--- src/rtl/lfu_pkg.sv ---
// Shared types and constants for the LFU table tag cache.
package lfu_pkg;

	localparam int ENTRIES     = 16;
	localparam int COUNT_BITS  = 16;
	localparam int TAG_W       = 63;
	localparam int OUT_IDX_W   = 4;
	localparam int IDX_W       = (ENTRIES > 1) ? $clog2(ENTRIES) : 1;
	localparam int GROUP_SIZE  = 8;
	localparam int NUM_GROUPS  = (ENTRIES + GROUP_SIZE - 1) / GROUP_SIZE;

	typedef logic [TAG_W-1:0]      tag_t;
	typedef logic [COUNT_BITS-1:0] count_t;
	typedef logic [IDX_W-1:0]      idx_t;
	typedef logic [OUT_IDX_W-1:0]  out_idx_t;

	typedef enum logic {
		ST_IDLE,
		ST_COMMIT
	} state_t;

	// controller -> datapath
	typedef struct packed {
		logic capture;
		logic commit;
	} cmd_t;

endpackage

--- src/rtl/lfu_ctrl.sv ---
// Controller state machine for the LFU table tag cache.
module lfu_ctrl (
	input  logic           clk,
	input  logic           arst_n,
	input  logic           start,
	output logic           busy,
	output lfu_pkg::cmd_t  cmd
);

	lfu_pkg::state_t state_q, state_nxt;

	always_ff @(posedge clk or negedge arst_n) begin
		if (!arst_n) begin
			state_q <= lfu_pkg::ST_IDLE;
		end else begin
			state_q <= state_nxt;
		end
	end

	always_comb begin
		state_nxt = state_q;
		unique case (state_q)
			lfu_pkg::ST_IDLE: begin
				if (start) begin
					state_nxt = lfu_pkg::ST_COMMIT;
				end
			end
			lfu_pkg::ST_COMMIT: begin
				state_nxt = lfu_pkg::ST_IDLE;
			end
			default: begin
				state_nxt = lfu_pkg::ST_IDLE;
			end
		endcase
	end

	always_comb begin
		busy        = 1'b0;
		cmd.capture = 1'b0;
		cmd.commit  = 1'b0;
		unique case (state_q)
			lfu_pkg::ST_IDLE: begin
				cmd.capture = start;
			end
			lfu_pkg::ST_COMMIT: begin
				busy       = 1'b1;
				cmd.commit = 1'b1;
			end
			default: begin
				busy = 1'b0;
			end
		endcase
	end

endmodule

--- src/rtl/lfu_dp.sv ---
// Datapath for the LFU table tag cache: tag/count storage, compare, min tree, update.
module lfu_dp (
	input  logic                clk,
	input  logic                arst_n,
	input  lfu_pkg::cmd_t       cmd,
	input  lfu_pkg::tag_t       table_offset,
	output logic                done,
	output logic                hit,
	output lfu_pkg::out_idx_t   entry_index
);

	lfu_pkg::tag_t   tags_q   [lfu_pkg::ENTRIES];
	lfu_pkg::count_t counts_q [lfu_pkg::ENTRIES];

	// stage 1: captured request, match result, per-group minimum
	lfu_pkg::tag_t   tag_s1;
	logic            hit_s1;
	lfu_pkg::idx_t   hit_idx_s1;
	lfu_pkg::count_t grp_min_s1 [lfu_pkg::NUM_GROUPS];
	lfu_pkg::idx_t   grp_idx_s1 [lfu_pkg::NUM_GROUPS];

	logic            done_q;
	logic            hit_q;
	lfu_pkg::idx_t   idx_q;

	// combinational
	logic            match_any;
	lfu_pkg::idx_t   match_idx;
	lfu_pkg::count_t grp_min  [lfu_pkg::NUM_GROUPS];
	lfu_pkg::idx_t   grp_idx  [lfu_pkg::NUM_GROUPS];
	lfu_pkg::count_t vic_min;
	lfu_pkg::idx_t   vic_idx;
	lfu_pkg::count_t inc_cnt;
	logic            sat;
	logic [lfu_pkg::IDX_W+lfu_pkg::OUT_IDX_W-1:0] idx_wide;

	// parallel tag compare, lowest index wins
	always_comb begin
		match_any = 1'b0;
		match_idx = '0;
		for (int k = lfu_pkg::ENTRIES - 1; k >= 0; k--) begin
			if (tags_q[k] == table_offset) begin
				match_any = 1'b1;
				match_idx = lfu_pkg::IDX_W'(k);
			end
		end
	end

	// first tree level: min within each group, strict < keeps lowest index
	always_comb begin
		for (int g = 0; g < lfu_pkg::NUM_GROUPS; g++) begin
			grp_min[g] = counts_q[g * lfu_pkg::GROUP_SIZE];
			grp_idx[g] = lfu_pkg::IDX_W'(g * lfu_pkg::GROUP_SIZE);
			for (int j = 1; j < lfu_pkg::GROUP_SIZE; j++) begin
				if ((g * lfu_pkg::GROUP_SIZE + j) < lfu_pkg::ENTRIES) begin
					if (counts_q[lfu_pkg::IDX_W'(g * lfu_pkg::GROUP_SIZE + j)] < grp_min[g]) begin
						grp_min[g] = counts_q[lfu_pkg::IDX_W'(g * lfu_pkg::GROUP_SIZE + j)];
						grp_idx[g] = lfu_pkg::IDX_W'(g * lfu_pkg::GROUP_SIZE + j);
					end
				end
			end
		end
	end

	// second tree level over registered group winners
	always_comb begin
		vic_min = grp_min_s1[0];
		vic_idx = grp_idx_s1[0];
		for (int g = 1; g < lfu_pkg::NUM_GROUPS; g++) begin
			if (grp_min_s1[g] < vic_min) begin
				vic_min = grp_min_s1[g];
				vic_idx = grp_idx_s1[g];
			end
		end
	end

	assign inc_cnt  = counts_q[hit_idx_s1] + lfu_pkg::count_t'(1);
	assign sat      = (inc_cnt == '1);
	assign idx_wide = {{lfu_pkg::OUT_IDX_W{1'b0}}, idx_q};

	always_ff @(posedge clk) begin
		if (cmd.capture) begin
			tag_s1     <= table_offset;
			hit_s1     <= match_any;
			hit_idx_s1 <= match_idx;
			for (int g = 0; g < lfu_pkg::NUM_GROUPS; g++) begin
				grp_min_s1[g] <= grp_min[g];
				grp_idx_s1[g] <= grp_idx[g];
			end
		end
	end

	always_ff @(posedge clk or negedge arst_n) begin
		if (!arst_n) begin
			for (int k = 0; k < lfu_pkg::ENTRIES; k++) begin
				tags_q[k]   <= '0;
				counts_q[k] <= '0;
			end
		end else if (cmd.commit) begin
			if (hit_s1) begin
				for (int k = 0; k < lfu_pkg::ENTRIES; k++) begin
					if (sat) begin
						if (lfu_pkg::IDX_W'(k) == hit_idx_s1) begin
							counts_q[k] <= inc_cnt >> 1;
						end else begin
							counts_q[k] <= counts_q[k] >> 1;
						end
					end else if (lfu_pkg::IDX_W'(k) == hit_idx_s1) begin
						counts_q[k] <= inc_cnt;
					end
				end
			end else begin
				tags_q[vic_idx]   <= tag_s1;
				counts_q[vic_idx] <= lfu_pkg::count_t'(1);
			end
		end
	end

	always_ff @(posedge clk or negedge arst_n) begin
		if (!arst_n) begin
			done_q <= 1'b0;
		end else begin
			done_q <= cmd.commit;
		end
	end

	always_ff @(posedge clk) begin
		if (cmd.commit) begin
			hit_q <= hit_s1;
			idx_q <= hit_s1 ? hit_idx_s1 : vic_idx;
		end
	end

	assign done        = done_q;
	assign hit         = hit_q;
	assign entry_index = idx_wide[lfu_pkg::OUT_IDX_W-1:0];

endmodule

--- src/rtl/lfu_table_tag_cache_top.sv ---
// Top level of the LFU table tag cache: controller plus datapath.
//
// Fully associative tag cache with least-frequently-used replacement. A word
// (table_offset) is taken at a rising edge where start is high and busy is
// low. Each word has a capture step and an update step: the accept edge
// compares the offset against all stored tags and registers the per-group
// count minimum (groups of 8), the next edge finishes the minimum search and
// updates the tag and count registers. busy is high only in the update, so
// no word is taken during it. The result (hit, entry_index) appears in the
// cycle after the update, marked by done for exactly one cycle; the receiver
// cannot stall it and a new start may be issued in that same cycle.
// On a hit the lowest matching entry's count increments; reaching the count's
// all-ones value halves every count. On a miss the entry with the smallest
// count (lowest index on ties) takes the new tag with a count of 1. There is
// no valid bit: tags reset to zero, so a zero offset hits an empty entry.
// entry_index carries the low 4 bits of the entry number.
module lfu_table_tag_cache_top (
	input  logic                         clk,
	input  logic                         arst_n,
	input  logic                         start,
	input  logic [lfu_pkg::TAG_W-1:0]    table_offset,
	output logic                         busy,
	output logic                         done,
	output logic                         hit,
	output logic [lfu_pkg::OUT_IDX_W-1:0] entry_index
);

	lfu_pkg::cmd_t cmd;

	lfu_ctrl u_ctrl (
		.clk    (clk),
		.arst_n (arst_n),
		.start  (start),
		.busy   (busy),
		.cmd    (cmd)
	);

	lfu_dp u_dp (
		.clk          (clk),
		.arst_n       (arst_n),
		.cmd          (cmd),
		.table_offset (table_offset),
		.done         (done),
		.hit          (hit),
		.entry_index  (entry_index)
	);

endmodule

--- config.mk ---
export PLATFORM = sky130hd
export DESIGN_NAME = lfu_table_tag_cache_top
export DESIGN_NICKNAME = d
export VERILOG_FILES = /design/src/rtl/lfu_pkg.sv /design/src/rtl/lfu_ctrl.sv /design/src/rtl/lfu_dp.sv /design/src/rtl/lfu_table_tag_cache_top.sv
export SDC_FILE = /design/constraint.sdc
export NUM_CORES = 2
export LEC_CHECK = 0
export BUFFER_PORTS_ARGS = -buffer_cell sky130_fd_sc_hd__buf_2
export CAP_MARGIN = 20
export CORE_AREA = 8 8 386 388
export DETAILED_ROUTE_END_ITERATION = 6
export DIE_AREA = 0 0 394 396
export MAX_ROUTING_LAYER = met4
export PLACE_DENSITY_LB_ADDON = 0.05
export SETUP_SLACK_MARGIN = 0.4
export SLEW_MARGIN = 20
export SYNTH_ARGS = -nofsm -noshare
export SYNTH_HDL_FRONTEND = slang
export SYNTH_HIERARCHICAL = 1
export SYNTH_SLANG_ARGS = --single-unit
--- constraint.sdc ---
create_clock -name clk -period 35.7 [get_ports clk]
set_clock_uncertainty 0.05 [all_clocks]
set_input_delay 3.57 -clock clk [delete_from_list [all_inputs] [get_ports clk]]
set_output_delay 3.57 -clock clk [all_outputs]
set_load 0.01 [all_outputs]
==> results.rst <==
.. list-table::
   :header-rows: 1

   * - Metric
     - Value
   * - Outcome
     - finished, final reports clean
   * - Worst setup SP type
     - flop
   * - Detailed Place HPWL
     - 155000 µm
   * - Data required time of the critical path
     - 36.14 ns
   * - Total routing resource utilization after global routing
     - between 30% and 40%
   * - Setup repair after global routing missed its margin
     - no
   * - Drt first pass iters
     - 6
   * - Cell row count
     - roughly 140
   * - Hold WC Path Type
     - flop to flop
   * - Global-route wire length before repair
     - about 340000 µm
   * - Distinct cells, synth
     - 76
   * - Cells resized by post-CTS repair
     - 0
   * - Switching power of the nets
     - 1.41 mW
   * - Area after DPL
     - 68900 µm²
   * - Clk_lat worst skew
     - just under 0.8 ns
   * - EDFF count, synth
     - between 100 and 150
   * - Launching point of the worst reg2reg path
     - u_dp/counts_q[254]
   * - Post-layout instance area
     - between 70000 and 80000 µm²
   * - Final count of pins violating max slew
     - 0
   * - Effective utilization at floorplan
     - a little under half
   * - Htree depth
     - 4
   * - DIE WIDTH
     - 394 µm
   * - Proportion of power drawn by flip-flops and latches
     - 42.2%
   * - Transition time at the pin with the least slew margin
     - approximately 1.4 ns
   * - Remaining Overflow, GRT
     - 0
   * - Biggest fanout along the worst timing path
     - 37
   * - Setup bufs post-CTS
     - 0
   * - Most used standard cell by instance count after synthesis
     - dfrtp_1
   * - Die extent in y
     - ~400 µm
   * - Async set-reset flop share out of synthesis
     - between 90% and 100%
   * - Sequential element share of the synthesized area
     - between 50% and 60%
   * - Clock buffers created by TritonCTS
     - ~150
   * - Ratio of total power to cell area
     - just over 60 nW/µm²
   * - Maximum capacitance violations
     - 0
   * - Number of clock sinks seen by CTS
     - between 1k and 1.5k
   * - Final wirelength
     - between 200000 and 250000 µm
   * - Drt drc
     - 0
   * - Number of buffers on the longest clock path
     - 3
   * - Worst setup path start
     - u_dp/counts_q[254]
   * - Synthesis-stage register bit count
     - roughly 1.4k
   * - DR iter-0 viols
     - a little under 5k
   * - Ys Warns
     - 6
   * - Final routed wire length divided by cell count
     - between 30 and 40 µm
   * - Number of nets with antenna violations after routing
     - 0
   * - Arr. time, crit path
     - 18.35 ns
   * - Nature of the critical path endpoint
     - flop
   * - Slowest cell on the critical path
     - and3_1
   * - Ratio of cells with drive above 1 in the final layout
     - between 20% and 30%
   * - Fmax
     - around 56 MHz
   * - CTS tree
     - built
   * - Static power due to leakage
     - ~33 nW
   * - Total setup violations reported at the end of the flow
     - 0
   * - Vias per cell
     - between 6 and 7
   * - Peak VDD IR
     - 0.0476 mV
   * - Most instantiated flip-flop cell in the synthesis netlist
     - dfrtp_1
   * - Critical Setup Path Class
     - flop to flop
   * - Avg Cell Area, Syn
     - about 11 µm²
   * - Clock share of power
     - around 36%
   * - P&R area growth vs syn
     - 9.45%
   * - Most instantiated cells after synthesis
     - dfrtp_1 (1266), clkbuf_1 (722), mux2_2 (584)
   * - Final period util
     - between 50 and 60%
   * - Mapped Nets
     - 6184
   * - Maximum number of pins on one net before global-route repair
     - around 180
   * - Final critical-path required period
     - approximately 18 ns
   * - Cell count after synthesis
     - roughly 6.0k
   * - Internal
     - approximately 3.2 mW
   * - Most frequent cell on the critical path
     - a21o_1
   * - Count of buffers from port buffering
     - 72
   * - Delay of the slowest cell on the worst path
     - roughly 0.82 ns
   * - Top cells by area, synth
     - dfrtp_1 (47%), mux2_2 (9.7%), xor2_1 (7.4%)
   * - Via count of the first global-routing pass
     - about 45k
   * - Net switching share of the total power
     - 30.4%
   * - Sum of negative setup slack
     - 0 ns
   * - Final hold vios
     - 0
   * - Worst-path clk slew
     - 0.07 ns
   * - Initial antenna violation count
     - 21
   * - Hold-fix buffers, CTS
     - 0
   * - Synthesized area
     - ~68000 µm²
   * - Global placement routability congestion
     - slightly above 0.9
   * - Largest area contributor in the synthesized netlist
     - dfrtp_1
   * - Worst Min Path Start
     - u_dp/tags_q[416]
   * - Logic pwr share
     - ~22%
   * - Max-slew headroom at the worst pin
     - under 10%
   * - Die footprint
     - between 150000 and 200000 µm²
   * - Area share of the leading cell type in the synthesized netlist
     - a little under half
   * - Clock root buffer
     - clkbuf_16
   * - Count of boundary I/O pins
     - 73
   * - Via count
     - approximately 46k
   * - Number of nets in the layout
     - 5750
   * - Core ar.
     - roughly 140000 µm²
## routing by layer
layer | vias up | share of wire [%] | GRT usage [%]
met4 | 0 | 3.0 | 8.58
li1 | 19657 | - | -
met1 | 23909 | 47 | 46.7
met2 | 1812 | 42 | 43.8
met3 | 367 | 7.4 | 5.23
met5 | - | 0 | -
## stage by stage
stage          power [mW]  hold slack (ns)  instances  utilization [%]  setup WS, ns
2_1_floorplan        2.67            0.392       6005                -         20.01
3_3_place_gp         2.95            0.332       7315             48.3         18.03
3_5_place_dp         2.96            0.335       7316             48.3         18.01
4_1_cts              4.65            0.347       7598             52.0         17.93
5_1_grt              4.83            0.349       7604             52.1         16.38
6_report             4.63            0.341       7608             52.1         17.79
## area by class of cell
| class | instances | area, µm² |
|---|---|---|
| antenna | 8 | 20.0 |
| clock buffer | 208 | 4320 |
| clock inverter | 74 | 1040 |
| fill | 12504 | 68400 |
| inverter | 122 | 458 |
| multi-input combinational | 3712 | 29800 |
| sequential | 1374 | 34900 |
| tap | 1903 | 2380 |
| timing repair buffer | 207 | 1470 |
## final timing paths
path | end | slack, ns | cells after the start
max reg2reg | u_dp/grp_min_s1[0][3] | 17.79 | 86
max in group asynchronous | u_dp/tags_q[254] | 28.98 | 5
max | u_dp/grp_min_s1[0][3] | 17.79 | 86
min reg2reg | u_dp/tags_q[416] | 0.34 | 0
min in group asynchronous | u_dp/counts_q[228] | 2.74 | 1
min | u_dp/tags_q[416] | 0.34 | 0
## logic make-up (layout without fill, tap and decap cells)
logic type / count (synthesis) / after routing / synth area share [%]
AOI/OAI and AO/OA: 833 / 833 / 7.25
xor gates and xnor gates: 1024 / 1024 / 13.2
adders and majority gates: 117 / 117 / 2.14
buffers and inverters: 919 / 611 / 5.26
DFF: 1374 / 1374 / 51.4
muxes: 727 / 727 / 13.3
other: 0 / 8 / 0
and+or+nand+nor: 1011 / 1011 / 7.48
## critical path: cells and delay by family (launching register included)
family	cells	cell delay, ns
AOI/OAI and AO/OA	41	7.98
adders and majority gates	7	2.02
buffers and inverters	9	1.22
DFF	1	0.43
muxes	5	1.30
and+or+nand+nor	24	4.58
## registers in the layout, summed over array words and instances, names as in the netlist, 3 cells and up
name / cells
u_dp/tag_s1: 63
u_dp/hit_idx_s1: 4
u_dp/entry_index: 4
u_dp/grp_min_s1: 32
u_dp/tags_q: 1008
u_dp/grp_idx_s1: 3
u_dp/counts_q: 256
## power groups by stage
stage,Clock [mW],Sequential [mW],Combinational [mW]
after floorplan,0,1.92,0.750
after global placement,0,1.97,0.981
after detailed placement,0,1.97,0.987
after CTS,1.71,1.95,0.993
after global routing,1.77,1.97,1.08
final,1.68,1.95,0.995
## placed cells by master (no fill, tap or decap), types with 80 or more instances in the layout
cell,instances
mux2_2,584
nand2_1,227
xor2_1,573
xnor2_1,443
inv_1,120
a22o_1,97
buf_4,126
nor2_1,212
ha_1,113
o21ai_0,292
a21oi_1,314
mux4_2,80
nand3_1,124
clkbuf_16,156
nand4_1,167
nor4_1,166
edfxtp_1,108
dfrtp_1,1266
(Power assumes the default switching activity.)
